## src/utf8_latin_accent_folder_unit_assert.svh

```systemverilog
// Assertion macros shared by the folder RTL
`ifndef UTF8_LATIN_ACCENT_FOLDER_UNIT_ASSERT_SVH
`define UTF8_LATIN_ACCENT_FOLDER_UNIT_ASSERT_SVH

// explicit clock and reset
`define UTF8LAF_ASSERT_CLK(lbl, clk, rst, prop, msg) \
   lbl: assert property (@(posedge clk) disable iff (rst) prop) else $error(msg);

// block clock and reset
`define UTF8LAF_ASSERT(lbl, prop, msg) \
   `UTF8LAF_ASSERT_CLK(lbl, clock, reset, prop, msg)

`endif

```

## src/utf8laf_pkg.sv

```systemverilog
`default_nettype none
package utf8laf_pkg;

   localparam logic [7:0] LEAD_LATIN1  = 8'hC3;
   localparam logic [7:0] LEAD_EXTA_HI = 8'hC5;
   localparam logic [7:0] CHAR_UNMAPPED = 8'h2E;
   localparam logic [7:0] CHAR_DIGIT_LO = 8'h31;
   localparam logic [7:0] CHAR_DIGIT_HI = 8'h39;
   localparam logic [7:0] CHAR_UPPER_A  = 8'h41;
   localparam logic [7:0] CHAR_UPPER_Z  = 8'h5A;
   localparam logic [7:0] CASE_OFFSET   = 8'h20;

   localparam int QUEUE_DEPTH = 4;
   localparam int CSR_ADDR_W  = 3;
   localparam int CSR_DATA_W  = 32;
   localparam logic REG_DOWNCASE = 1'b0;

   typedef enum logic [1:0] {
      LEAD_NONE  = 2'd0,
      LEAD_C3    = 2'd1,
      LEAD_C4    = 2'd2,
      LEAD_C5    = 2'd3
   } lead_type;

   localparam logic [511:0] FOLD_C3 = {"AAAAAA1CEEEEIIII", "DNOOOOO..UUUUY23",
                                       "aaaaaa4ceeeeiiii", "dnooooo..uuuuy5y"};
   localparam logic [511:0] FOLD_C4 = {"AaAaAaCcCcCcCcDd", "DdEeEeEeEeEeGgGg",
                                       "GgGgHhHhIiIiIiIi", "Ii67JjKkkLlLlLlL"};
   localparam logic [511:0] FOLD_C5 = {"lLlNnNnNnnnnOoOo", "Oo89RrRrRrSsSsSs",
                                       "SsTtTtTtUuUuUuUu", "UuUuWwYyYZzZzZzs"};
   localparam logic [159:0] PAIR_TAB = "..AeThssaethIJijOeoe";

   typedef struct packed {
      logic [7:0] in_byte;
      logic       in_string_end;
   } req_type;

   typedef struct packed {
      logic [7:0] out_byte;
      logic       out_run_last;
      logic       out_string_end;
   } rsp_type;

   typedef struct packed {
      logic [7:0] first;
      logic [7:0] second;
      logic       two;
      logic       string_end;
   } entry_type;

   function automatic logic [7:0] fold_char(lead_type lead, logic [5:0] idx);
      logic [8:0] off;
      off = {~idx, 3'b000};
      unique case (lead)
         LEAD_C3: fold_char = FOLD_C3[off +: 8];
         LEAD_C4: fold_char = FOLD_C4[off +: 8];
         LEAD_C5: fold_char = FOLD_C5[off +: 8];
         default: fold_char = CHAR_UNMAPPED;
      endcase
   endfunction

   function automatic logic [15:0] pair_bytes(logic [3:0] p);
      logic [3:0] rev;
      rev = 4'd9 - p;
      pair_bytes = PAIR_TAB[{rev, 4'b0000} +: 16];
   endfunction

   function automatic logic [7:0] lower_ascii(logic [7:0] b, logic mode);
      if (mode && b >= CHAR_UPPER_A && b <= CHAR_UPPER_Z) begin
         lower_ascii = b + CASE_OFFSET;
      end else begin
         lower_ascii = b;
      end
   endfunction

endpackage
`default_nettype wire

```

## src/utf8laf_front.sv

```systemverilog
`default_nettype none
module utf8laf_front (
   input  wire logic                   clock,
   input  wire logic                   reset,
   input  wire logic                   req_valid,
   input  wire utf8laf_pkg::req_type   req_item,
   input  wire logic                   downcase,
   input  wire logic                   queue_full,
   output logic                        req_stall,
   output logic                        push,
   output utf8laf_pkg::entry_type      push_item
);

   utf8laf_pkg::lead_type pend_ff, pend_in;
   logic                  accept;
   logic                  is_lead;
   logic [7:0]            b;
   logic [7:0]            c;
   logic [15:0]           pair;

   assign req_stall = queue_full;
   assign accept    = req_valid && !queue_full;
   assign b         = req_item.in_byte;
   assign is_lead   = (b >= utf8laf_pkg::LEAD_LATIN1) && (b <= utf8laf_pkg::LEAD_EXTA_HI);

   always_comb begin
      if (b[7:6] == 2'b10) begin
         c = utf8laf_pkg::fold_char(pend_ff, b[5:0]);
      end else begin
         c = utf8laf_pkg::CHAR_UNMAPPED;
      end
      pair = utf8laf_pkg::pair_bytes(c[3:0]);
   end

   always_comb begin
      pend_in              = pend_ff;
      push                 = 1'b0;
      push_item.first      = utf8laf_pkg::lower_ascii(b, downcase);
      push_item.second     = '0;
      push_item.two        = 1'b0;
      push_item.string_end = req_item.in_string_end;
      if (accept) begin
         if (pend_ff == utf8laf_pkg::LEAD_NONE) begin
            if (is_lead && !req_item.in_string_end) begin
               pend_in = utf8laf_pkg::lead_type'(2'(b - utf8laf_pkg::LEAD_LATIN1 + 8'd1));
            end else begin
               push = 1'b1;
            end
         end else begin
            pend_in = utf8laf_pkg::LEAD_NONE;
            push    = 1'b1;
            priority if (c == utf8laf_pkg::CHAR_UNMAPPED) begin
               push_item.first = utf8laf_pkg::lower_ascii(b, downcase);
            end else if (c >= utf8laf_pkg::CHAR_DIGIT_LO && c <= utf8laf_pkg::CHAR_DIGIT_HI) begin
               push_item.first  = utf8laf_pkg::lower_ascii(pair[15:8], downcase);
               push_item.second = utf8laf_pkg::lower_ascii(pair[7:0], downcase);
               push_item.two    = 1'b1;
            end else begin
               push_item.first = utf8laf_pkg::lower_ascii(c, downcase);
            end
         end
      end
   end

   always_ff @(posedge clock) begin
      if (reset) begin
         pend_ff <= utf8laf_pkg::LEAD_NONE;
      end else begin
         pend_ff <= pend_in;
      end
   end

endmodule
`default_nettype wire

```

## src/utf8laf_queue.sv

```systemverilog
`default_nettype none
module utf8laf_queue #(
   parameter int DEPTH = utf8laf_pkg::QUEUE_DEPTH
) (
   input  wire logic                   clock,
   input  wire logic                   reset,
   input  wire logic                   push,
   input  wire utf8laf_pkg::entry_type push_item,
   input  wire logic                   pop,
   output utf8laf_pkg::entry_type      head,
   output logic                        empty,
   output logic                        full
);

   localparam int PTR_W = (DEPTH > 1) ? $clog2(DEPTH) : 1;
   localparam int CNT_W = $clog2(DEPTH + 1);

   utf8laf_pkg::entry_type store_ff [DEPTH];
   logic [PTR_W-1:0] wr_ptr_ff, wr_ptr_in;
   logic [PTR_W-1:0] rd_ptr_ff, rd_ptr_in;
   logic [CNT_W-1:0] count_ff, count_in;

   assign empty = (count_ff == '0);
   assign full  = (count_ff == CNT_W'(DEPTH));
   assign head  = store_ff[rd_ptr_ff];

   always_comb begin
      wr_ptr_in = wr_ptr_ff;
      rd_ptr_in = rd_ptr_ff;
      count_in  = count_ff;
      if (push) begin
         wr_ptr_in = (wr_ptr_ff == PTR_W'(DEPTH - 1)) ? '0 : wr_ptr_ff + 1'b1;
      end
      if (pop) begin
         rd_ptr_in = (rd_ptr_ff == PTR_W'(DEPTH - 1)) ? '0 : rd_ptr_ff + 1'b1;
      end
      unique case ({push, pop})
         2'b10:   count_in = count_ff + 1'b1;
         2'b01:   count_in = count_ff - 1'b1;
         default: count_in = count_ff;
      endcase
   end

   always_ff @(posedge clock) begin
      if (reset) begin
         wr_ptr_ff <= '0;
         rd_ptr_ff <= '0;
         count_ff  <= '0;
      end else begin
         wr_ptr_ff <= wr_ptr_in;
         rd_ptr_ff <= rd_ptr_in;
         count_ff  <= count_in;
      end
   end

   always_ff @(posedge clock) begin
      if (push) begin
         store_ff[wr_ptr_ff] <= push_item;
      end
   end

`include "utf8_latin_accent_folder_unit_assert.svh"
`UTF8LAF_ASSERT(a_count_bound, count_ff <= CNT_W'(DEPTH), "queue count over depth")
`UTF8LAF_ASSERT(a_no_overflow, full |-> !push, "push into full queue")
`UTF8LAF_ASSERT(a_no_underflow, empty |-> !pop, "pop from empty queue")

endmodule
`default_nettype wire

```

## src/utf8laf_back.sv

```systemverilog
`default_nettype none
module utf8laf_back (
   input  wire logic                   clock,
   input  wire logic                   reset,
   input  wire utf8laf_pkg::entry_type head,
   input  wire logic                   head_valid,
   input  wire logic                   rsp_stall,
   output logic                        pop,
   output logic                        rsp_valid,
   output utf8laf_pkg::rsp_type        rsp_item
);

   logic                 phase_ff, phase_in;
   logic                 rsp_valid_ff, rsp_valid_in;
   utf8laf_pkg::rsp_type rsp_item_ff, rsp_item_in;
   logic                 load;
   logic                 last;

   assign load = head_valid && (!rsp_valid_ff || !rsp_stall);
   assign last = !head.two || phase_ff;
   assign pop  = load && last;

   always_comb begin
      phase_in                   = phase_ff;
      rsp_valid_in               = rsp_valid_ff && rsp_stall;
      rsp_item_in                = rsp_item_ff;
      if (load) begin
         phase_in                   = !last;
         rsp_valid_in               = 1'b1;
         rsp_item_in.out_byte       = phase_ff ? head.second : head.first;
         rsp_item_in.out_run_last   = last;
         rsp_item_in.out_string_end = last && head.string_end;
      end
   end

   always_ff @(posedge clock) begin
      if (reset) begin
         phase_ff     <= 1'b0;
         rsp_valid_ff <= 1'b0;
      end else begin
         phase_ff     <= phase_in;
         rsp_valid_ff <= rsp_valid_in;
      end
   end

   always_ff @(posedge clock) begin
      rsp_item_ff <= rsp_item_in;
   end

   assign rsp_valid = rsp_valid_ff;
   assign rsp_item  = rsp_item_ff;

`include "utf8_latin_accent_folder_unit_assert.svh"
`UTF8LAF_ASSERT(a_phase_pair, phase_ff |-> (head_valid && head.two), "second byte without pair")
`UTF8LAF_ASSERT(a_end_on_last, (rsp_valid && rsp_item.out_string_end) |-> rsp_item.out_run_last, "string end off last byte")

endmodule
`default_nettype wire

```

## src/utf8_latin_accent_folder_unit.sv

```systemverilog
// A byte is queued and loaded from the queue head into the rsp register; a pair's second byte follows.
// Throughput: one input byte per cycle unless stalled, set by the single-byte output register.
// A two-letter fold gives two output bytes, matching the two input bytes it consumed.
// Reset is synchronous: pending lead, queue, output valid and downcase mode clear at once.
`default_nettype none
module utf8_latin_accent_folder_unit #(
   parameter int QUEUE_DEPTH = utf8laf_pkg::QUEUE_DEPTH
) (
   input  wire logic                                   clock,
   input  wire logic                                   reset,
   input  wire logic                                   req_valid,
   output logic                                        req_stall,
   input  wire utf8laf_pkg::req_type                   req_item,
   output logic                                        rsp_valid,
   input  wire logic                                   rsp_stall,
   output utf8laf_pkg::rsp_type                        rsp_item,
   input  wire logic                                   psel,
   input  wire logic                                   penable,
   input  wire logic                                   pwrite,
   input  wire logic [utf8laf_pkg::CSR_ADDR_W-1:0]     paddr,
   input  wire logic [utf8laf_pkg::CSR_DATA_W-1:0]     pwdata,
   output logic [utf8laf_pkg::CSR_DATA_W-1:0]          prdata,
   output logic                                        pready
);

   logic                   downcase_ff, downcase_in;
   logic                   push;
   utf8laf_pkg::entry_type push_item;
   logic                   pop;
   utf8laf_pkg::entry_type head;
   logic                   empty;
   logic                   full;
   logic                   reg_hit;

   assign pready  = 1'b1;
   assign reg_hit = (paddr[utf8laf_pkg::CSR_ADDR_W-1] == utf8laf_pkg::REG_DOWNCASE);

   always_comb begin
      downcase_in = downcase_ff;
      if (psel && penable && pwrite && reg_hit) begin
         downcase_in = pwdata[0];
      end
      prdata = reg_hit ? {{(utf8laf_pkg::CSR_DATA_W-1){1'b0}}, downcase_ff} : '0;
   end

   always_ff @(posedge clock) begin
      if (reset) begin
         downcase_ff <= 1'b0;
      end else begin
         downcase_ff <= downcase_in;
      end
   end

   utf8laf_front u_front (
      .clock      (clock),
      .reset      (reset),
      .req_valid  (req_valid),
      .req_item   (req_item),
      .downcase   (downcase_ff),
      .queue_full (full),
      .req_stall  (req_stall),
      .push       (push),
      .push_item  (push_item)
   );

   utf8laf_queue #(
      .DEPTH (QUEUE_DEPTH)
   ) u_queue (
      .clock     (clock),
      .reset     (reset),
      .push      (push),
      .push_item (push_item),
      .pop       (pop),
      .head      (head),
      .empty     (empty),
      .full      (full)
   );

   utf8laf_back u_back (
      .clock      (clock),
      .reset      (reset),
      .head       (head),
      .head_valid (!empty),
      .rsp_stall  (rsp_stall),
      .pop        (pop),
      .rsp_valid  (rsp_valid),
      .rsp_item   (rsp_item)
   );

endmodule
`default_nettype wire
```

## config.mk

```make
export PLATFORM = sky130hd
export DESIGN_NAME = utf8_latin_accent_folder_unit
export DESIGN_NICKNAME = d
export VERILOG_FILES = /design/src/utf8laf_pkg.sv /design/src/utf8laf_front.sv /design/src/utf8laf_queue.sv /design/src/utf8laf_back.sv /design/src/utf8_latin_accent_folder_unit.sv
export VERILOG_INCLUDE_DIRS = /design/src /design/src/src
export SDC_FILE = /design/constraint.sdc
export NUM_CORES = 1
export LEC_CHECK = 0
export BUFFER_PORTS_ARGS = -buffer_cell sky130_fd_sc_hd__buf_2
export CORE_MARGIN = 4
export CORE_UTILIZATION = 57
export DETAILED_ROUTE_END_ITERATION = 10
export PLACE_DENSITY_LB_ADDON = 0.2
export SLEW_MARGIN = 20
export SYNTH_ARGS = -nofsm -noshare
export SYNTH_HDL_FRONTEND = slang
export SYNTH_SLANG_ARGS = --single-unit
```

## constraint.sdc

```tcl
create_clock -name clock -period 12.8 [get_ports clock]
set_input_delay 1.92 -clock clock [delete_from_list [all_inputs] [get_ports clock]]
set_output_delay 1.92 -clock clock [all_outputs]
set_load 0.03 [all_outputs]
```

==> key figures <==
Clock network
  • Hold-fix buffers, CTS: 0
  • Clock tree buffer depth: 2
  • Post-CTS sizing: 0
  • CTS Buf Count: 9
  • CTS root buf: clkbuf_8
  • Clock latency on the worst-skew pair: between 0.3 and 0.4 ns
  • Post-CTS Setup Inserts: 0
  • H-tree levels: 3
  • Clock transition at path regs: 0.09 ns
  • CTS tree: built
  • CTS sink count: 96

Synthesis
  • Register area share after synthesis: 0.445
  • Synth area leader: edfxtp_1
  • Mux share of post-synthesis cell area: 0.0924
  • Synth Area in XOR/XNOR: 0.0114
  • Number of flops mapped to enable cells by yosys: 82
  • Largest cells by area after synthesis: edfxtp_1 40%, mux4_2 6.6%, dfxtp_1 4.6%
  • Post-Synth Simple-Gate Area: 0.152
  • Synth Area in Adders: 0.0475
  • Yosys reg bits: between 90 and 100
  • Yosys Warn Count: 0
  • Synth Flop Type: edfxtp_1
  • Synth Area in Compound Gates: 0.154
  • Post-Synthesis Cells: about 570
  • Async set or reset register ratio after synthesis: 0
  • Largest family of logic cells by synthesized area: compound AO/OA/AOI/OAI gates
  • Post-Syn Area: 6160 sq um
  • Mean Syn Cell Area: around 11 sq um
  • Top-area cell type share of the netlist area: 0.400
  • Post-synthesis cell type count: 86

Pwr
  • VDD IR max: roughly 0.13 mV
  • Pwr per Cell Area: ~140 nW/um^2
  • P_int: 585 uW
  • Seq pwr share: 0.498
  • Total power: roughly 860 uW
  • Clk pwr share: 0.209
  • Net Sw Power: ~280 uW
  • Comb power frac: 0.293
  • Switching portion of total power: 0.321
  • Leakage: between 0.002 and 0.0025 uW

Timing
  • Clock Skew: around 0.013 ns
  • Max-slew violation count: 0
  • Final hold vios: 0
  • Setup violators final: 0
  • Fin Setup TNS: 0 ns
  • Least-Margin Pin Slew: between 0.9 and 1 ns
  • Slew margin rel.: 0.353
  • Max frequency: 148 MHz
  • Hold WS: approximately 0.5 ns
  • RSZ-0062 raised after global routing: false
  • Period minus WS final: ~6.8 ns
  • Crit share post-route: 0.529

Run
  • Max-Cap Viols: 0

Drt
  • Drt drc: 0
  • Routed WL: around 13000 um
  • DR iter-0 viols: 394
  • Vias per Instance: between 6 and 7
  • Antenna-violating nets left: 0
  • DR pass1 iterations: 4
  • Post-DR wirelength/cell: approximately 18 um
  • Via count: between 4000 and 5000

Setup path
  • Critical path type: input pin to flop
  • Crit-path max FO: 24
  • CP Data Required Time: about 13 ns
  • Critical Path AT: 6.89 ns
  • Crit start category: input pin
  • Worst Setup End Kind: flop

Cells and area
  • Layout net count: ~650
  • Antenna Cells: 0
  • Layout area overhead: 2.66%
  • Most frequent cells in the layout: 82 x edfxtp_1, 43 x nor2_1, 42 x nand2_1
  • Fill count: between 800 and 900
  • Layout Cells excl Fill: 721
  • Layout cells sized above 1: 0.162
  • Commonest non-fill, non-tap cell in the layout: edfxtp_1

Status
  • Run status: completed

Placement
  • Final HPWL DP: 9170 um
  • GP Congestion: a little over 0.9
  • IO Port Bufs: 30
  • Inst Count DP: 705

Global routing
  • GRT Util Overall: 0.212
  • Number of global-route vias before repair: roughly 4300
  • Largest net degree at the start of global routing: 44
  • GR Overflow Total: 0
  • Initial antenna violation count: 0
  • Global-route wire length before repair: roughly 22000 um

Floorplanning
  • Initial Util: 0.591
  • Die area: 12500 sq um
  • Core area: about 10000 sq um
  • FP Rows: 37
  • Die W: 112 um
  • Die Span Y: about 110 um
  • I/O pins: between 90 and 100

Hold path
  • Worst Hold Class: flop to flop
## cells in the mapped netlist, drive strengths merged, types with 8 or more instances
cell type / instances
nor3: 12
nor2b: 13
clkbuf: 13
a21oi: 34
nand4: 8
nand2: 44
nand3: 13
edfxtp: 82
a31oi: 9
o211ai: 12
mux2: 11
ha: 21
dfxtp: 14
nor2: 46
inv: 22
mux4: 18
buf: 59
o21ai: 29
## final timing paths
check                           slack, ns               start                 endpoint  cells after the start
worst max-delay path                 6.03         req_item[1]  u_queue.store_ff[1][15]                     20
worst min-delay path                 0.50    u_back.rsp_valid         u_back.rsp_valid                      2
worst max register to register       7.20  u_front.pend_ff[1]  u_queue.store_ff[1][15]                     20
worst min register to register       0.50    u_back.rsp_valid         u_back.rsp_valid                      2
## state kept, by name, summed over array words and instances, names as in the netlist, 2 cells and up, named ones only
signal / cells
u_back.rsp_item: 10
u_front.pend_ff: 2
u_queue.wr_ptr_ff: 2
u_queue.rd_ptr_ff: 2
u_queue.count_ff: 3
u_queue.store_ff: 72
## critical path, cell delays in order
cell	delay [ns]
buf_2	0.37
inv_1	0.19
ha_1	0.39
nand3b_1	0.22
o211ai_1	0.13
a211oi_1	0.13
a311oi_1	0.32
nor4_2	0.09
buf_4	0.20
ha_1	0.29
or3_1	0.41
o211ai_2	0.49
nand2_1	0.20
o21ai_0	0.54
ha_1	0.26
inv_1	0.05
nand3_1	0.10
o21a_1	0.16
a21oi_1	0.07
a21boi_1	0.34
## power by group through the flow
stage          combinational [uW]  sequential, uW  clock [uW]
5_1_grt                       276             436         197
3_5_place_dp                  255             438           0
4_1_cts                       256             431         182
2_1_floorplan                 176             461           0
3_3_place_gp                  248             434           0
6_report                      253             429         180
## layer usage
| metal | up-vias | track usage | share of wire |
|---|---|---|---|
| met4 | 0 | 0.0753 | 0.020 |
| li1 | 2100 | - | - |
| met5 | - | 0 | 0 |
| met2 | 192 | 0.361 | 0.51 |
| met3 | 23 | 0.0293 | 0.059 |
| met1 | 2163 | 0.278 | 0.41 |
## kinds of logic after synthesis
| family | count (synthesis) |
|---|---|
| simple gates | 178 |
| compound gates | 137 |
| flops | 96 |
| buf+inv | 96 |
| mux | 33 |
| fa+ha+maj | 23 |
| xor+xnor | 8 |
| other cells | 2 |
## per-stage QoR
step,area (sq um),setup slack [ns],utilization
2_1_floorplan,6290,6.68,-
3_3_place_gp,6150,5.90,0.590
3_5_place_dp,6150,5.80,0.590
4_1_cts,6320,6.13,0.607
5_1_grt,6320,5.65,0.607
6_report,6320,6.03,0.607
## final cells by class
class	instances	area, sq um	share of cell area
multi-input combinational	415	2950	0.467
sequential	96	2740	0.434
timing repair buffer	34	180	0.0285
tap	136	170	0.0269
clock buffer	10	128	0.0202
inverter	24	103	0.0162
clock inverter	6	50.0	0.00791
No activity file was read; power rests on OpenSTA's default activity.
